File: src/hdl/gc_pkg.sv
`default_nettype none

package gc_pkg;

  localparam int MAX_VERTICES_DEF = 64;
  localparam int ROW_W            = 64;
  localparam int VIDX_W           = 6;
  localparam int COLOR_W          = 7;

  typedef struct packed {
    logic [ROW_W-1:0] row_bits;
    logic             last_row;
  } in_item_t;

  typedef struct packed {
    logic [VIDX_W-1:0]  vertex_index;
    logic [COLOR_W-1:0] vertex_color;
  } out_item_t;

  typedef enum logic [1:0] {
    ST_IDLE,
    ST_SCAN,
    ST_SEARCH
  } gc_state_t;

  // controller to datapath
  typedef struct packed {
    logic load;
    logic scan_step;
    logic search_step;
    logic finish;
  } gc_cmd_t;

  // datapath to controller
  typedef struct packed {
    logic scan_done;
    logic color_free;
    logic out_full;
  } gc_sts_t;

endpackage

`default_nettype wire

File: src/hdl/greedy_graph_coloring_core.sv
// Flow: after the input transfer the core scans every earlier vertex through the colour
//   memory's single read port (one earlier vertex a cycle), then searches for the first
//   free colour one colour a cycle and loads the result into the output register once it
//   can take it; the next row is taken only once the controller is back in idle.
// Reset (rst_n, synchronous, active low) idles the controller, empties the output register
//   and restarts the vertex count at 0; the colour memory is not cleared.
`default_nettype none

module greedy_graph_coloring_core #(
  parameter int MAX_VERTICES = gc_pkg::MAX_VERTICES_DEF
) (
  input  wire logic              clk,
  input  wire logic              rst_n,
  // adjacency rows in
  input  wire logic              in_valid,
  output logic                   in_stall,
  input  wire gc_pkg::in_item_t  in_data,
  // colour results out
  output logic                   out_valid,
  input  wire logic              out_stall,
  output gc_pkg::out_item_t      out_data
);

  gc_pkg::gc_cmd_t cmd;
  gc_pkg::gc_sts_t sts;

  // Controller: idle -> scan earlier neighbours -> search first free colour.
  // The row is taken only in idle; a finished result waits in the output
  // register so the next row can be taken while it is pending.
  gc_ctrl u_ctrl (
    .clk      (clk),
    .rst_n    (rst_n),
    .in_valid (in_valid),
    .in_stall (in_stall),
    .sts      (sts),
    .cmd      (cmd)
  );

  // Datapath: colour memory, used-colour set, scan and search counters,
  // vertex counter and the output register.
  gc_datapath #(
    .MAX_VERTICES (MAX_VERTICES)
  ) u_dp (
    .clk       (clk),
    .rst_n     (rst_n),
    .cmd       (cmd),
    .sts       (sts),
    .in_data   (in_data),
    .out_stall (out_stall),
    .out_valid (out_valid),
    .out_data  (out_data)
  );

  // an accepted row always starts a scan, which stalls the input
  a_busy_after_take : assert property (@(posedge clk) disable iff (!rst_n)
    (in_valid && !in_stall) |=> in_stall)
    else $error("input taken again straight after a transfer");

  // greedy colour never exceeds index + 1 and is never zero
  a_color_bound : assert property (@(posedge clk) disable iff (!rst_n)
    out_valid |-> (out_data.vertex_color != gc_pkg::COLOR_W'(0)) &&
      (out_data.vertex_color <=
       (gc_pkg::COLOR_W'(out_data.vertex_index) + gc_pkg::COLOR_W'(1))))
    else $error("colour out of range for vertex index");

  // a new result only appears as the controller returns to idle
  a_result_ends_item : assert property (@(posedge clk) disable iff (!rst_n)
    (cmd.finish) |=> (out_valid && !in_stall))
    else $error("result not presented on return to idle");

  // vertex index stays inside the graph size
  a_index_range : assert property (@(posedge clk) disable iff (!rst_n)
    out_valid |-> (out_data.vertex_index <= gc_pkg::VIDX_W'(MAX_VERTICES - 1)))
    else $error("vertex index beyond graph size");

endmodule

`default_nettype wire

File: src/hdl/gc_ctrl.sv
`default_nettype none

module gc_ctrl (
  input  wire logic             clk,
  input  wire logic             rst_n,
  input  wire logic             in_valid,
  output logic                  in_stall,
  input  wire gc_pkg::gc_sts_t  sts,
  output gc_pkg::gc_cmd_t       cmd
);

  gc_pkg::gc_state_t state_r, state_nxt;

  always_comb begin
    state_nxt = state_r;
    case (state_r)
      gc_pkg::ST_IDLE: begin
        if (in_valid) state_nxt = gc_pkg::ST_SCAN;
      end
      gc_pkg::ST_SCAN: begin
        if (sts.scan_done) state_nxt = gc_pkg::ST_SEARCH;
      end
      gc_pkg::ST_SEARCH: begin
        if (sts.color_free && !sts.out_full) state_nxt = gc_pkg::ST_IDLE;
      end
      default: begin
        state_nxt = gc_pkg::ST_IDLE;
      end
    endcase
  end

  always_comb begin
    cmd      = '0;
    in_stall = 1'b1;
    case (state_r)
      gc_pkg::ST_IDLE: begin
        in_stall = 1'b0;
        cmd.load = in_valid;
      end
      gc_pkg::ST_SCAN: begin
        cmd.scan_step = 1'b1;
      end
      gc_pkg::ST_SEARCH: begin
        cmd.search_step = !sts.color_free;
        cmd.finish      = sts.color_free && !sts.out_full;
      end
      default: begin
        in_stall = 1'b1;
      end
    endcase
  end

  always_ff @(posedge clk) begin
    if (!rst_n) begin
      state_r <= gc_pkg::ST_IDLE;
    end else begin
      state_r <= state_nxt;
    end
  end

endmodule

`default_nettype wire

File: src/hdl/gc_datapath.sv
`default_nettype none

module gc_datapath #(
  parameter int MAX_VERTICES = gc_pkg::MAX_VERTICES_DEF
) (
  input  wire logic              clk,
  input  wire logic              rst_n,
  input  wire gc_pkg::gc_cmd_t   cmd,
  output gc_pkg::gc_sts_t        sts,
  input  wire gc_pkg::in_item_t  in_data,
  input  wire logic              out_stall,
  output logic                   out_valid,
  output gc_pkg::out_item_t      out_data
);

  localparam int AW = $clog2(MAX_VERTICES);

  logic [MAX_VERTICES-1:0] row_r, row_nxt;
  logic                    last_r, last_nxt;
  logic [AW-1:0]           vcnt_r, vcnt_nxt;
  logic [AW-1:0]           k_r, k_nxt;
  logic [AW-1:0]           c0_r, c0_nxt;     // colour minus one under test
  logic [MAX_VERTICES-1:0] used_r, used_nxt; // bit n: colour n+1 taken
  logic                    hit_r, hit_nxt;
  logic [AW-1:0]           rd_r;
  logic                    out_valid_r, out_valid_nxt;
  gc_pkg::out_item_t       out_r, out_nxt;

  logic [AW-1:0] mem [MAX_VERTICES];

  assign sts.scan_done  = (k_r == vcnt_r);
  assign sts.color_free = !used_r[c0_r];
  assign sts.out_full   = out_valid_r && out_stall;

  always_comb begin
    row_nxt       = row_r;
    last_nxt      = last_r;
    vcnt_nxt      = vcnt_r;
    k_nxt         = k_r;
    c0_nxt        = c0_r;
    used_nxt      = used_r;
    hit_nxt       = 1'b0;
    out_nxt       = out_r;
    out_valid_nxt = out_valid_r && out_stall;

    // mark the colour read for the previous neighbour
    if (hit_r) used_nxt[rd_r] = 1'b1;

    if (cmd.load) begin
      row_nxt  = in_data.row_bits[MAX_VERTICES-1:0];
      last_nxt = in_data.last_row;
      k_nxt    = '0;
      c0_nxt   = '0;
      used_nxt = '0;
    end

    if (cmd.scan_step) begin
      hit_nxt = row_r[k_r] && (k_r != vcnt_r);
      if (k_r != vcnt_r) k_nxt = k_r + AW'(1);
    end

    if (cmd.search_step) c0_nxt = c0_r + AW'(1);

    if (cmd.finish) begin
      out_valid_nxt        = 1'b1;
      out_nxt.vertex_index = gc_pkg::VIDX_W'(vcnt_r);
      out_nxt.vertex_color = gc_pkg::COLOR_W'(c0_r) + gc_pkg::COLOR_W'(1);
      if (last_r || vcnt_r == AW'(MAX_VERTICES - 1)) begin
        vcnt_nxt = '0;
      end else begin
        vcnt_nxt = vcnt_r + AW'(1);
      end
    end
  end

  always_ff @(posedge clk) begin
    if (cmd.finish) mem[vcnt_r] <= c0_r;
    rd_r <= mem[k_r];
  end

  always_ff @(posedge clk) begin
    row_r  <= row_nxt;
    last_r <= last_nxt;
    k_r    <= k_nxt;
    c0_r   <= c0_nxt;
    used_r <= used_nxt;
    out_r  <= out_nxt;
  end

  always_ff @(posedge clk) begin
    if (!rst_n) begin
      vcnt_r      <= '0;
      hit_r       <= 1'b0;
      out_valid_r <= 1'b0;
    end else begin
      vcnt_r      <= vcnt_nxt;
      hit_r       <= hit_nxt;
      out_valid_r <= out_valid_nxt;
    end
  end

  assign out_valid = out_valid_r;
  assign out_data  = out_r;

endmodule

`default_nettype wire
File: config.mk
export PLATFORM = sky130hd
export DESIGN_NAME = greedy_graph_coloring_core
export DESIGN_NICKNAME = d
export VERILOG_FILES = /design/src/hdl/gc_pkg.sv /design/src/hdl/greedy_graph_coloring_core.sv /design/src/hdl/gc_ctrl.sv /design/src/hdl/gc_datapath.sv
export SDC_FILE = /design/constraint.sdc
export NUM_CORES = 1
export LEC_CHECK = 0
export ABC_CLOCK_PERIOD_IN_PS = 8920
export BUFFER_PORTS_ARGS = -buffer_cell sky130_fd_sc_hd__clkbuf_2
export CORE_ASPECT_RATIO = 0.9
export CORE_UTILIZATION = 55
export DETAILED_ROUTE_END_ITERATION = 16
export PLACE_DENSITY = 0.72
export SYNTH_ARGS = -nofsm -noshare
export SYNTH_HDL_FRONTEND = slang
export SYNTH_SLANG_ARGS = --single-unit
File: constraint.sdc
create_clock -name clk -period 8.92 [get_ports clk]
set_input_delay 0.892 -clock clk [delete_from_list [all_inputs] [get_ports clk]]
set_output_delay 0.892 -clock clk [all_outputs]
set_load 0.005 [all_outputs]
==> results of run 1 <==
## final timing paths
path                   start              end
min reg2reg  u_dp.used_r[56]  u_dp.used_r[56]
max reg2reg     u_dp.c0_r[1]   u_dp.mem[4][5]
max             u_dp.c0_r[1]   u_dp.mem[4][5]
min          u_dp.used_r[56]  u_dp.used_r[56]
## sequential cells by signal, summed over array words and instances, names as in the netlist
register,cells
u_dp.mem,384
u_dp.c0_r,6
u_dp.rd_r,6
u_dp.used_r,64
u_dp.row_r,64
u_dp.hit_r,1
u_dp.vcnt_r,6
u_ctrl.state_r,2
u_dp.out_data,13
u_dp.out_valid,1
u_dp.k_r,6
u_dp.last_r,1
## cell type report
type	instances	area [um2]
clock buffers	71	1408
clock inverters	24	197.7
fillers	2726	14420
inverters	9	41.29
multi-input cells	537	5598
flip-flops and latches	554	15780
well taps	525	656.9
repair buffers	97	520.5
## kinds of logic (layout without fill, tap and decap cells)
group           count (synthesis)  after routing  share of synthesized area
simple gates                  242            242                    0.05552
compound gates                101            101                    0.02601
mux                           175            175                     0.1677
xor+xnor                       16             16                   0.006444
flops                         554            554                     0.7254
fa+ha+maj                       3              3                   0.001726
buf+inv                        84            201                    0.01715
## cells in the mapped netlist (10+ instances only)
| cell type | n | area [um2] |
|---|---|---|
| dfxtp_1 | 86 | 1722 |
| buf_2 | 21 | 105.1 |
| nor3_1 | 26 | 130.1 |
| a21oi_1 | 68 | 340.3 |
| edfxtp_1 | 468 | 14050 |
| nor3_2 | 10 | 100.1 |
| nand2_1 | 25 | 93.84 |
| nor2_1 | 121 | 454.2 |
| clkbuf_1 | 39 | 146.4 |
| buf_1 | 11 | 41.29 |
| nor2b_1 | 11 | 68.82 |
| mux2i_1 | 19 | 190.2 |
| mux4_2 | 151 | 3401 |
## stage by stage
| stage | utilization | hold slack (ps) | std cells | instance area [um2] |
|---|---|---|---|---|
| after global placement | 0.5851 | 441.7 | 1722 | 22600 |
| after CTS | 0.6267 | 471.0 | 1817 | 24210 |
| after global routing | 0.6267 | 472.8 | 1817 | 24210 |
| after floorplan | - | 406.4 | 1175 | 21750 |
| final | 0.6267 | 468.8 | 1817 | 24210 |
| after detailed placement | 0.5851 | 456.7 | 1722 | 22600 |
## critical path, cell delays in order (launching register included)
cell	delay, ps
edfxtp_1	890
buf_4	770
nand2b_1	260
o22ai_1	110
o31ai_1	360
o2111ai_1	220
and2_1	510
inv_6	350
nand2_1	430
nor3_1	860
## placed cells by master (no fill, tap or decap), types with 11 or more instances in the layout
cell       synthesis  final
nor2_1           121    121
buf_4              1     14
dfxtp_1           86     83
a21oi_1           68     68
nor3_1            26     26
mux2i_1           19     19
clkbuf_2           0     83
nor2b_1           11     11
nand2_1           25     25
edfxtp_1         468    468
clkbuf_16          0     53
clkbuf_1          39     16
mux4_2           151    151
## power by group through the flow
stage                     Sequential (mW)  Combinational, mW  Clock, mW
after floorplan                      3.06              0.688          0
after global placement               3.11              0.897          0
after detailed placement             3.12              0.905          0
after CTS                            3.06              0.908       2.13
after global routing                 3.08              0.959       2.24
final                                3.06              0.900       2.11
## per-layer routing
layer  wire [um]  share of wire  track usage
met5           0              0            0
met4        1335          0.027      0.07581
met3        4479          0.092      0.05534
met2       22220           0.46       0.3778
met1       20790           0.43       0.3689
==> flow_metrics.py, run 1 <==
metrics = {
    "synth": {
        "async_flop_share": 0,
        "ys_seq_elements": 554,
        "synthCells": 1175,
        "syn_avg_cell_area_um2": 18.51,
        "synth_edf_count": 468,
        "yosys_warnings": 0,
        "syn_nets": 1247,
        "yosysSeqAreaShare": 0.7254,
        "ys.flop_type": "edfxtp_1",
        "synth.distinct_cells": 51,
        "synth_area_mm2": 0.02175,
    },
    "floorplan": {
        "die_x_um": 211.6,
        "core_area_mm2": 0.03863,
        "initial_core_util": 0.5630,
        "rows": 68,
        "ios": 84,
        "dieArea_mm2": 0.04034,
        "die_h_um": 190.6,
    },
    "power": {
        "p_int_mw": 4.559,
        "seq_power_share": 0.505,
        "power_density_mw_per_mm2": 250.6,
        "vdd_drop_max_mv": 0.1781,
        "clkPwrFrac": 0.347,
        "p_switching_mw": 1.506,
        "finalPower_mw": 6.066,
        "p_leak_nw": 7.760,
        "swShare": 0.2483,
        "p_comb_frac": 0.148,
    },
    "worst_setup_path": {
        "worstSetupPathType": "flip-flop to flip-flop",
        "cp.arrival_ps": 5350,
        "path_max_fanout": 72,
        "end_kind": "flip-flop",
        "cp.required_ps": 9120,
        "rr_worst_depth": 9,
        "critPathLaunchType": "flip-flop",
        "reg2reg_slack_ps": 3770,
    },
    "status": {
        "outcome": "complete, no violations",
    },
    "detailed_routing": {
        "drt_iter0_markers": 1288,
        "first_pass_iters": 5,
        "routed_wl_mm": 48.82,
        "ant_nets": 0,
        "via_per_inst": 6.221,
        "vias": 11303,
        "wl_per_cell_um": 26.87,
        "drc": 0,
    },
    "hold_path": {
        "hold_path_depth": 2,
        "hp-class": "flip-flop to flip-flop",
    },
    "clock_network": {
        "postCtsSetupBuffers": 0,
        "cts_root_buffer": "clkbuf_16",
        "hold_buffers": 0,
        "cts_max_level": 2,
        "clock_latency_ps": 570,
        "numCtsBuffers": 52,
        "clockBufferDepth": 3,
        "cts_tree": "done",
        "clk_pin_slew_ps": 70,
        "ctsResizeCount": 0,
        "cts_sinks": 554,
    },
    "layout": {
        "layout.nets": 1323,
        "areaGrowthSynthToFinish_pct": 11.31,
        "drive_gt1_frac": 0.2709,
        "diodes": 0,
    },
    "global_route": {
        "grt_start_max_net_pins": 98,
        "track_usage": 0.2504,
        "grt_pass1_vias": 11548,
        "overflow": 0,
        "antenna_found_initial": 0,
        "grt_pass1_wl_mm": 73.43,
    },
    "placed_design": {
        "place.port_buffers": 83,
        "hpwl_mm": 29.39,
        "place_ws_ps": 3798,
        "place.gp.congestion": 0.8492,
    },
    "sta": {
        "rsz0062_at_grt": "no",
        "finalMaxSlewViolations": 0,
        "setup_violations": 0,
        "worst_pin_slew_ps": 1153,
        "min_period_ps": 5146,
        "period_share": 0.5769,
        "maxSlewHeadroom": 0.2297,
        "setup_tns_ps": 0,
        "finalHoldViolations": 0,
        "fin_ws_ps": 3774,
        "fmax_mhz": 194.3,
        "skew_ps": 19.42,
    },
    "run": {
        "drv_cap": 0,
    },
}
(Power assumes the default switching activity.)
==> run 2: changes to the inputs <==
--- a/config.mk
+++ b/config.mk
@@ -5,7 +5,8 @@
 export SDC_FILE = /design/constraint.sdc
 export NUM_CORES = 1
 export LEC_CHECK = 0
-export ABC_CLOCK_PERIOD_IN_PS = 8920
+export ABC_AREA = 1
+export ABC_CLOCK_PERIOD_IN_PS = 5400
 export BUFFER_PORTS_ARGS = -buffer_cell sky130_fd_sc_hd__clkbuf_2
 export CORE_ASPECT_RATIO = 0.9
 export CORE_UTILIZATION = 55
==> constraint.sdc (replaced) <==
create_clock -name clk -period 5.4 [get_ports clk]
set_input_delay 0.54 -clock clk [delete_from_list [all_inputs] [get_ports clk]]
set_output_delay 0.54 -clock clk [all_outputs]
set_load 0.005 [all_outputs]
==> run 2 against run 1 <==
  * Wire length increased by 15%
  * Sequential power increased by 66%
  * Sequential share of layout area decreased by 1.7 points
  * Sequential cell count unchanged
  * Largest power group unchanged
  * Clock power increased by 91%
  * Total power increased by 83%
  * Global-route usage increased by 2.6 points
  * Highest routed layer unchanged
  * Die area increased by 2.1%
  * Critical endpoint is now u_dp.mem[49][0]
  * Clock-buffer cell count increased by 2
==> flow_metrics.py, run 2 <==
metrics = {
    "layout": {
        "final_common_cell": "edfxtp_1",
        "drive_gt1_frac": 0.1056,
        "diodes": 0,
        "layout.nets": 2015,
        "areaGrowthSynthToFinish_pct": 11.93,
        "fillers": 2999,
        "top_regs": "u_dp.mem x384, u_dp.row_r x64, u_dp.used_r x64",
        "largest_register_ff_count": 384,
        "regMostFlops": "u_dp.mem",
        "layout_common_cells": "edfxtp_1, nor2_1, o21ai_0, nand2_1, nand3_1",
    },
    "sta": {
        "maxSlewHeadroom": 0.1258,
        "fin_ws_ps": 1776,
        "fmax_mhz": 275.9,
        "setup_tns_ps": 0,
        "period_share": 0.6712,
        "worst_pin_slew_ps": 1310,
        "whs_ps": 121.3,
        "setup_violations": 0,
        "min_period_ps": 3624,
        "finalHoldViolations": 0,
        "finalMaxSlewViolations": 0,
        "rsz0062_at_grt": "no",
        "skew_ps": 11.38,
    },
    "worst_setup_path": {
        "critPathLaunchType": "flip-flop",
        "max_stage_delay_ps": 870,
        "end_kind": "flip-flop",
        "cp_slowest_cell": "edfxtp_1",
        "path_max_fanout": 20,
        "cp_cell_sequence": "inv_2 -> a21oi_1 -> o21ai_0 -> nand3_1 -> nand3_1 -> nand2_1 -> nand3_2 -> nand2_4 -> nand3_4 -> inv_6 -> nand2_4 -> nor2_1",
        "cp.required_ps": 5640,
        "worstSetupPathType": "flip-flop to flip-flop",
        "critical-path-top-delay-family": "simple AND/OR/NAND/NOR gates",
        "cp_num_buf_inv": 2,
        "cp.arrival_ps": 3860,
    },
    "detailed_routing": {
        "vias": 15546,
        "drt_iter0_markers": 2187,
        "wl_per_cell_um": 22.21,
        "ant_nets": 0,
        "routed_wl_mm": 55.98,
        "via_per_inst": 6.167,
        "first_pass_iters": 6,
        "drc": 0,
    },
    "power": {
        "p_leak_nw": 8.495,
        "power_density_mw_per_mm2": 445.8,
        "vdd_drop_max_mv": 0.2465,
    },
    "synth": {
        "ys.flop_type": "edfxtp_1",
        "async_flop_share": 0,
        "synth_area_mm2": 0.02221,
        "synth_commonest_cells": "edfxtp_1, nor2_1, o21ai_0",
        "synthCells": 1905,
        "synth.most_common_cell": "edfxtp_1",
        "ys_seq_elements": 554,
        "synth.distinct_cells": 32,
        "synth_top_area_frac": 0.6329,
        "yosys.area.top_type": "edfxtp_1",
        "synth_edf_count": 468,
        "yosys_warnings": 0,
        "syn_avg_cell_area_um2": 11.66,
        "syn_nets": 1977,
        "ys_top_cells_by_area": "edfxtp_1, dfxtp_1, nor2_1",
        "yosysSeqAreaShare": 0.7104,
    },
    "run": {
        "drv_cap": 0,
    },
    "clock_network": {
        "ctsResizeCount": 0,
        "hold_buffers": 0,
        "postCtsSetupBuffers": 0,
        "numCtsBuffers": 54,
        "cts_root_buffer": "clkbuf_16",
        "cts_max_level": 2,
        "clk_pin_slew_ps": 60,
        "clock_latency_ps": 600,
        "cts_tree": "done",
        "cts_sinks": 554,
        "clockBufferDepth": 3,
    },
    "hold_path": {
        "hp-class": "input pin to flip-flop",
    },
    "global_route": {
        "track_usage": 0.2760,
        "antenna_found_initial": 0,
        "grt_start_max_net_pins": 166,
        "grt_pass1_wl_mm": 84.98,
        "overflow": 0,
        "grt_pass1_vias": 14794,
    },
    "status": {
        "outcome": "complete, no violations",
    },
    "placed_design": {
        "place.port_buffers": 83,
        "hpwl_mm": 32.46,
        "place_ws_ps": 1910,
        "place.gp.congestion": 0.9098,
    },
    "floorplan": {
        "dieArea_mm2": 0.04118,
        "core_area_mm2": 0.03963,
        "ios": 84,
        "initial_core_util": 0.5604,
        "die_h_um": 192.6,
        "die_x_um": 213.8,
        "rows": 69,
    },
}
run 2: final cells by class:
class                           instances  area (um2)  area share
Timing Repair Buffer                   99       535.5     0.02155
Sequential cell                       554       15780      0.6350
Inverter                               56       222.7    0.008961
Clock buffer                           73        1578     0.06348
Tap cell                              532       665.6     0.02678
Clock inverter                         29       346.6     0.01394
Multi-Input combinational cell       1178        5724      0.2303
run 2: final timing paths:
check                        from         endpoint  slack, ps  cells past startpoint
setup / recovery     u_dp.c0_r[1]  u_dp.mem[49][0]       1780                     12
hold / removal         in_data[0]      u_dp.last_r        120                      1
setup reg to reg     u_dp.c0_r[1]  u_dp.mem[49][0]       1780                     12
hold reg to reg   u_dp.used_r[30]  u_dp.used_r[30]        460                      2
run 2: routing by layer:
| metal | part of all wire | vias to the layer above | wire, um | GRT usage |
|---|---|---|---|---|
| li1 | - | 7021 | - | - |
| met1 | 0.42 | 7469 | 23370 | 0.3918 |
| met2 | 0.44 | 898 | 24870 | 0.4180 |
| met3 | 0.10 | 158 | 5816 | 0.05972 |
| met4 | 0.034 | 0 | 1925 | 0.1052 |
| met5 | 0 | - | 0 | 0 |
run 2: metrics by stage:
step	cell area, um2	power [mW]	util	cells
CTS	24850	11.08	0.6272	2521
finish	24850	11.08	0.6272	2521
detailed placement	22930	7.107	0.5786	2419
floorplan	22210	6.460	-	1905
global placement	22930	7.077	0.5786	2419
global route	24850	11.49	0.6272	2521
run 2: power breakdown:
part / leakage (nW) / switching [mW] / internal [mW]
clock: 0.953 / 1.59 / 2.43
combinational: 2.57 / 1.51 / 0.477
sequential: 4.97 / 0.154 / 4.92
run 2: cells by family (layout without fill, tap and decap cells):
logic type	Yosys count	in the layout	synth area share
mux	1	1	0.0004508
buf+inv	173	257	0.03178
simple gates	703	703	0.1316
flops	554	554	0.7104
fa+ha+maj	3	3	0.001691
compound gates	468	468	0.1229
xor+xnor	3	3	0.001184
